<file path="src/hdl/fwlcs_pkg.sv">
// ---------------------------------------------------------------------------
// fwlcs_pkg
// Types, constants and codes shared by the channel store modules.
// ---------------------------------------------------------------------------
package fwlcs_pkg;

	localparam int CHANNELS = 16;
	localparam int ROWS     = 128;
	localparam int CW       = (CHANNELS > 1) ? $clog2(CHANNELS) : 1;
	localparam int FILL_W   = $clog2(ROWS + 1);
	localparam int ADDR_W   = $clog2(CHANNELS * ROWS);
	localparam logic [15:0] SLOT_ERASED = 16'hFFFF;

	// Result status codes.
	typedef enum logic [2:0] {
		RS_WRITTEN   = 3'd0,
		RS_UNCHANGED = 3'd1,
		RS_ERASED    = 3'd2,
		RS_LOADED    = 3'd3,
		RS_BAD_CH    = 3'd4,
		RS_BAD_VAL   = 3'd5
	} status_t;

	// Controller states.
	typedef enum logic [2:0] {
		S_IDLE,
		S_LOOK,
		S_CHK,
		S_REP_RD,
		S_REP_WR,
		S_RES
	} state_t;

	typedef struct packed {
		logic        action;
		logic [7:0]  channel;
		logic [15:0] frequency;
	} req_t;

	typedef struct packed {
		logic [15:0] value;
		status_t     status;
	} rsp_t;

	// Commands from the controller to the datapath.
	typedef struct packed {
		logic    capture;
		logic    use_idx;
		logic    mem_rd;
		logic    wr_store;
		logic    rep_wr;
		logic    idx_clr;
		logic    idx_inc;
		logic    set_res;
		status_t res_code;
		logic    res_push;
	} cmd_t;

	// Status from the datapath to the controller.
	typedef struct packed {
		logic bad_ch;
		logic is_load;
		logic bad_val;
		logic fill_zero;
		logic full;
		logic same;
		logic idx_last;
		logic out_free;
	} sts_t;

endpackage

</file>
<file path="src/hdl/fwlcs_ctrl.sv">
// ---------------------------------------------------------------------------
// fwlcs_ctrl
// Sequencer for lookup, store, repack and result delivery.
// ---------------------------------------------------------------------------
module fwlcs_ctrl (
	input  logic           clk,
	input  logic           arst_n,
	input  logic           in_valid,
	output logic           in_ready,
	input  fwlcs_pkg::sts_t sts,
	output fwlcs_pkg::cmd_t cmd
);
	import fwlcs_pkg::*;

	state_t state_q, state_d;

	// State register.
	always_ff @(posedge clk or negedge arst_n) begin
		if (!arst_n) begin
			state_q <= S_IDLE;
		end else begin
			state_q <= state_d;
		end
	end

	// Next state.
	always_comb begin
		state_d = state_q;
		case (state_q)
			S_IDLE: begin
				if (in_valid) state_d = S_LOOK;
			end
			S_LOOK: state_d = S_CHK;
			S_CHK: begin
				if (!sts.bad_ch && !sts.is_load && !sts.bad_val && sts.full) begin
					state_d = S_REP_RD;
				end else begin
					state_d = S_RES;
				end
			end
			S_REP_RD: state_d = S_REP_WR;
			S_REP_WR: begin
				state_d = sts.idx_last ? S_RES : S_REP_RD;
			end
			S_RES: begin
				if (sts.out_free) state_d = S_IDLE;
			end
			default: state_d = S_IDLE;
		endcase
	end

	// Outputs.
	always_comb begin
		cmd = '0;
		cmd.res_code = RS_WRITTEN;
		in_ready = 1'b0;
		case (state_q)
			S_IDLE: begin
				in_ready = 1'b1;
				cmd.capture = in_valid;
			end
			S_LOOK: begin
				cmd.mem_rd = !sts.bad_ch;
			end
			S_CHK: begin
				cmd.set_res = 1'b1;
				if (sts.bad_ch) begin
					cmd.res_code = RS_BAD_CH;
				end else if (sts.is_load) begin
					cmd.res_code = RS_LOADED;
				end else if (sts.bad_val) begin
					cmd.res_code = RS_BAD_VAL;
				end else if (sts.full) begin
					cmd.set_res = 1'b0;
					cmd.idx_clr = 1'b1;
				end else if (!sts.fill_zero && sts.same) begin
					cmd.res_code = RS_UNCHANGED;
				end else begin
					cmd.res_code = RS_WRITTEN;
					cmd.wr_store = 1'b1;
				end
			end
			S_REP_RD: begin
				cmd.use_idx = 1'b1;
				cmd.mem_rd = 1'b1;
			end
			S_REP_WR: begin
				cmd.use_idx = 1'b1;
				cmd.rep_wr = 1'b1;
				cmd.idx_inc = !sts.idx_last;
				cmd.set_res = sts.idx_last;
				cmd.res_code = RS_ERASED;
			end
			S_RES: begin
				cmd.res_push = sts.out_free;
			end
			default: begin
				cmd = '0;
			end
		endcase
	end

endmodule

</file>
<file path="config.mk">
export PLATFORM = sky130hd
export DESIGN_NAME = fwlcs_ctrl
export DESIGN_NICKNAME = d
export VERILOG_FILES = /design/src/hdl/fwlcs_pkg.sv /design/src/hdl/fwlcs_ctrl.sv
export SDC_FILE = /design/constraint.sdc
export NUM_CORES = 1
export LEC_CHECK = 0
export BUFFER_PORTS_ARGS = -buffer_cell sky130_fd_sc_hd__buf_2
export CAP_MARGIN = 20
export CORE_AREA = 5 5 42 44
export CTS_CLUSTER_DIAMETER = 50
export DETAILED_ROUTE_END_ITERATION = 12
export DIE_AREA = 0 0 47 49
export PLACE_DENSITY_LB_ADDON = 0.2
export REMOVE_ABC_BUFFERS = 1
export SETUP_SLACK_MARGIN = 0.02
export SYNTH_ARGS = -nofsm -noshare
export SYNTH_HDL_FRONTEND = slang
export SYNTH_SLANG_ARGS = --single-unit
</file>
<file path="constraint.sdc">
create_clock -name clk -period 2.45 [get_ports clk]
set_input_delay 0.1225 -clock clk [delete_from_list [all_inputs] [get_ports clk]]
set_output_delay 0.1225 -clock clk [all_outputs]
set_load 0.005 [all_outputs]
</file>
==> impl_metrics.yaml <==
synthesis:
  synth.lib_cells_used.distinct: 27
  synth_compound_area_share_pct: 21.7
  synth_simple_gate_area_share_pct: 44.8
  synth_xor_area_share_pct: 0
  asyncSetResetFlopFracSynth_pct: 100
  synth-seq-area-share_pct: 21.0
  post_synth_instance_area_um2: 358
  synth-adder-area-share_pct: 0
  post_synth_inst_count: 41
  synth_top_family_by_area: "simple AND/OR/NAND/NOR gates"
  ys_ff_latch: 3
  avg_inst_size_synth_um2: 8.73
  yosysWarnings: 0
  post_synth_mux_area_share_pct: 2.80
  synth_ff_type: "dfrtp_1"
  number_of_synthesized_flops_with_an_enable_pin: 0
floorplanning:
  chipHeight_um: 49
  rows: 14
  floorplan.die_area_mm2: 0.00230
  effective_utilization_at_floorplan_pct: 25.5
  design.core.area_mm2: 0.00140
  pin_count: 24
  die-width_um: 47
cts:
  cts_made_buffers: 3
  htreeDepth: 1
  tritoncts: "done"
  clk-insertion-delay-late_ps: 230
  cts.clk_slew.worst_paths_ps: 40
  clock_tree.buffer_depth: 2
  root_buffer_cell: "clkbuf_4"
  cts.sinks: 3
timing:
  timing.final.max_slew_violations: 0
  layout_worst_path_cycle_share_pct: 66.3
  tightestPinTransition_ps: 403
  fin_setup_tns_ps: 0
  max_freq_mhz: 616
  max_slew_margin_pct: 73.1
  rsz_0062_raised_after_global_routing: "no"
  clock_tree_skew_after_final_layout_ps: 1.75
  setup_viol_count_final: 0
  final_critical_path_setup_slack_ps: 826
  min_period_ps: 1620
  hold_viol: 0
drt:
  routed.top_layer: "met3"
  avgViaCountPerCell: 4.49
  detailroute.via_count: 368
  firstDrtPassIters: 4
  drt.antenna.violating_nets: 0
  drc: 0
  route.final.wire_length_um: 887
  met1Wirelength_um: 389
  routed_wire_length_per_instance_um: 10.8
  wl_met2_um: 423
  dr_wl_met3_um: 75
  drt_iter0_drc: 7
placement:
  port-buffer-count: 23
  place_ws_ps: 1040
  detailed_place_hpwl_um: 713
  finalWeightedCongestion: 0.740
  placement.cell_area_um2: 465
power:
  share_seq_of_total_power_pct: 31.0
  power_density_over_cell_area_mw_per_mm2: 958
  power.ir.vdd_worst_mv: 0.372
  swShare_pct: 41.1
  internal-power_mw: 0.283
  static-leakage-power_nw: 0.272
  comb_power_share_pct: 51.4
  net-switching-power_mw: 0.198
  share_clk_of_total_power_pct: 17.6
global_routing:
  initial_antenna_violation_count: 0
  first_global_vias: 366
  grt_start_max_net_pins: 14
  grt_first_pass_wirelength_um: 1500
  grt.overflow.total: 0
  grt_usage_pct: 8.75
final_layout:
  antenna_cells_inserted: 0
  largest_register_ffs: 3
  final_common_cell: "buf_2"
  max_flop_register: "state_q"
  reg.largest.list: "state_q (3)"
  layout_common_cells: "buf_2, and2b_1"
  layout-area-overhead-vs-synth_pct: 40.2
  fin_area_um2: 502
  layout-drive-gt1-share_pct: 48.5
  nets: 78
setup_path:
  number_of_cells_on_the_worst_reg_to_reg_path: 3
  cp_data_arrival_time_ps: 1500
  critPathSlowestCell: "dfrtp_1"
  delay_contributed_by_the_slowest_stage_of_the_critical_path_ps: 510
  worstPathRequired_ps: 2330
  crit_path_end_kind: "output pin"
  critical_path.max_fanout: 13
  timing_worst_setup_path_type: "register to output pin"
  type_of_origin_of_the_critical_path: "register"
  critical_path.cell_chain: "nor4b_4, nand2_2, nor3_2, buf_2"
job:
  drv.max_cap_violation_count: 0
worst_hold_path:
  hold_path_class: "input pin to register"
  min_delay_path_depth: 3
run_status:
  run_status: "complete, no violations"
stage by stage:
| stage | hold slack (ps) | instances | util, % | power (mW) |
|---|---|---|---|---|
| floorplan | -173 | 38 | - | 0.293 |
| global placement | -77.8 | 77 | 33.2 | 0.402 |
| detailed placement | -79.1 | 77 | 33.2 | 0.401 |
| CTS | 189 | 82 | 35.8 | 0.491 |
| global route | 206 | 82 | 35.8 | 0.531 |
| finish | 191 | 82 | 35.8 | 0.481 |
kinds of logic after synthesis:
family	after synthesis
flip-flops	3
AND/OR/NAND/NOR	22
buffers and inverters	5
multiplexers	1
AO/OA/AOI/OAI	10
power by group through the flow:
stage	sequential (mW)	combinational, mW	clock, mW
after floorplan	0.131	0.162	0
after global placement	0.150	0.253	0
after detailed placement	0.151	0.250	0
after CTS	0.149	0.252	0.0896
after global routing	0.156	0.276	0.0981
final	0.149	0.247	0.0846
area by class of cell:
type | instances | area, um2
timing repair buffer | 24 | 125
tap | 16 | 20.0
sequential | 3 | 75.1
fill | 171 | 900
clock buffer | 4 | 26.3
multi-input combinational | 33 | 248
inverter | 2 | 7.51
cells in the mapped netlist, types with 2 or more instances:
master	n	area (um2)
nor2_1	3	11.3
nor3b_1	3	22.5
and2b_1	4	30.0
a21oi_1	2	10.0
nand2_1	2	7.51
dfrtp_1	3	75.1
inv_1	2	7.51
buf_6	2	22.5
nor3_1	2	10.0
critical path: cells and delay by family (launching register included):
| kind | cells | cell delay, ps |
|---|---|---|
| buffers and inverters | 1 | 130 |
| flip-flops | 1 | 510 |
| AND/OR/NAND/NOR | 3 | 630 |
worst paths after layout:
check,start,end,slack (ps)
worst min register to register,state_q[1],state_q[1],680
worst max register to register,state_q[2],state_q[2],1210
worst min-delay path,sts[0],state_q[0],190
min in group asynchronous,arst_n,state_q[0],220
max in group asynchronous,arst_n,state_q[2],2130
worst max-delay path,state_q[0],cmd[8],830
timing repair:
action / 4_1_cts / 5_1_grt
hold buffers: 1 / 0
hold endpoints to repair: 3 / 0
gates resized for setup: 0 / 0
buffers inserted: 0 / 0
layer usage:
metal / track usage [%] / vias up
li1: - / 196
met1: 11.7 / 158
met2: 11.5 / 14
met3: 2.95 / 0
met4: 5.53 / 0
met5: 0 / -
Note: power is estimated with default switching activity, not from simulation.
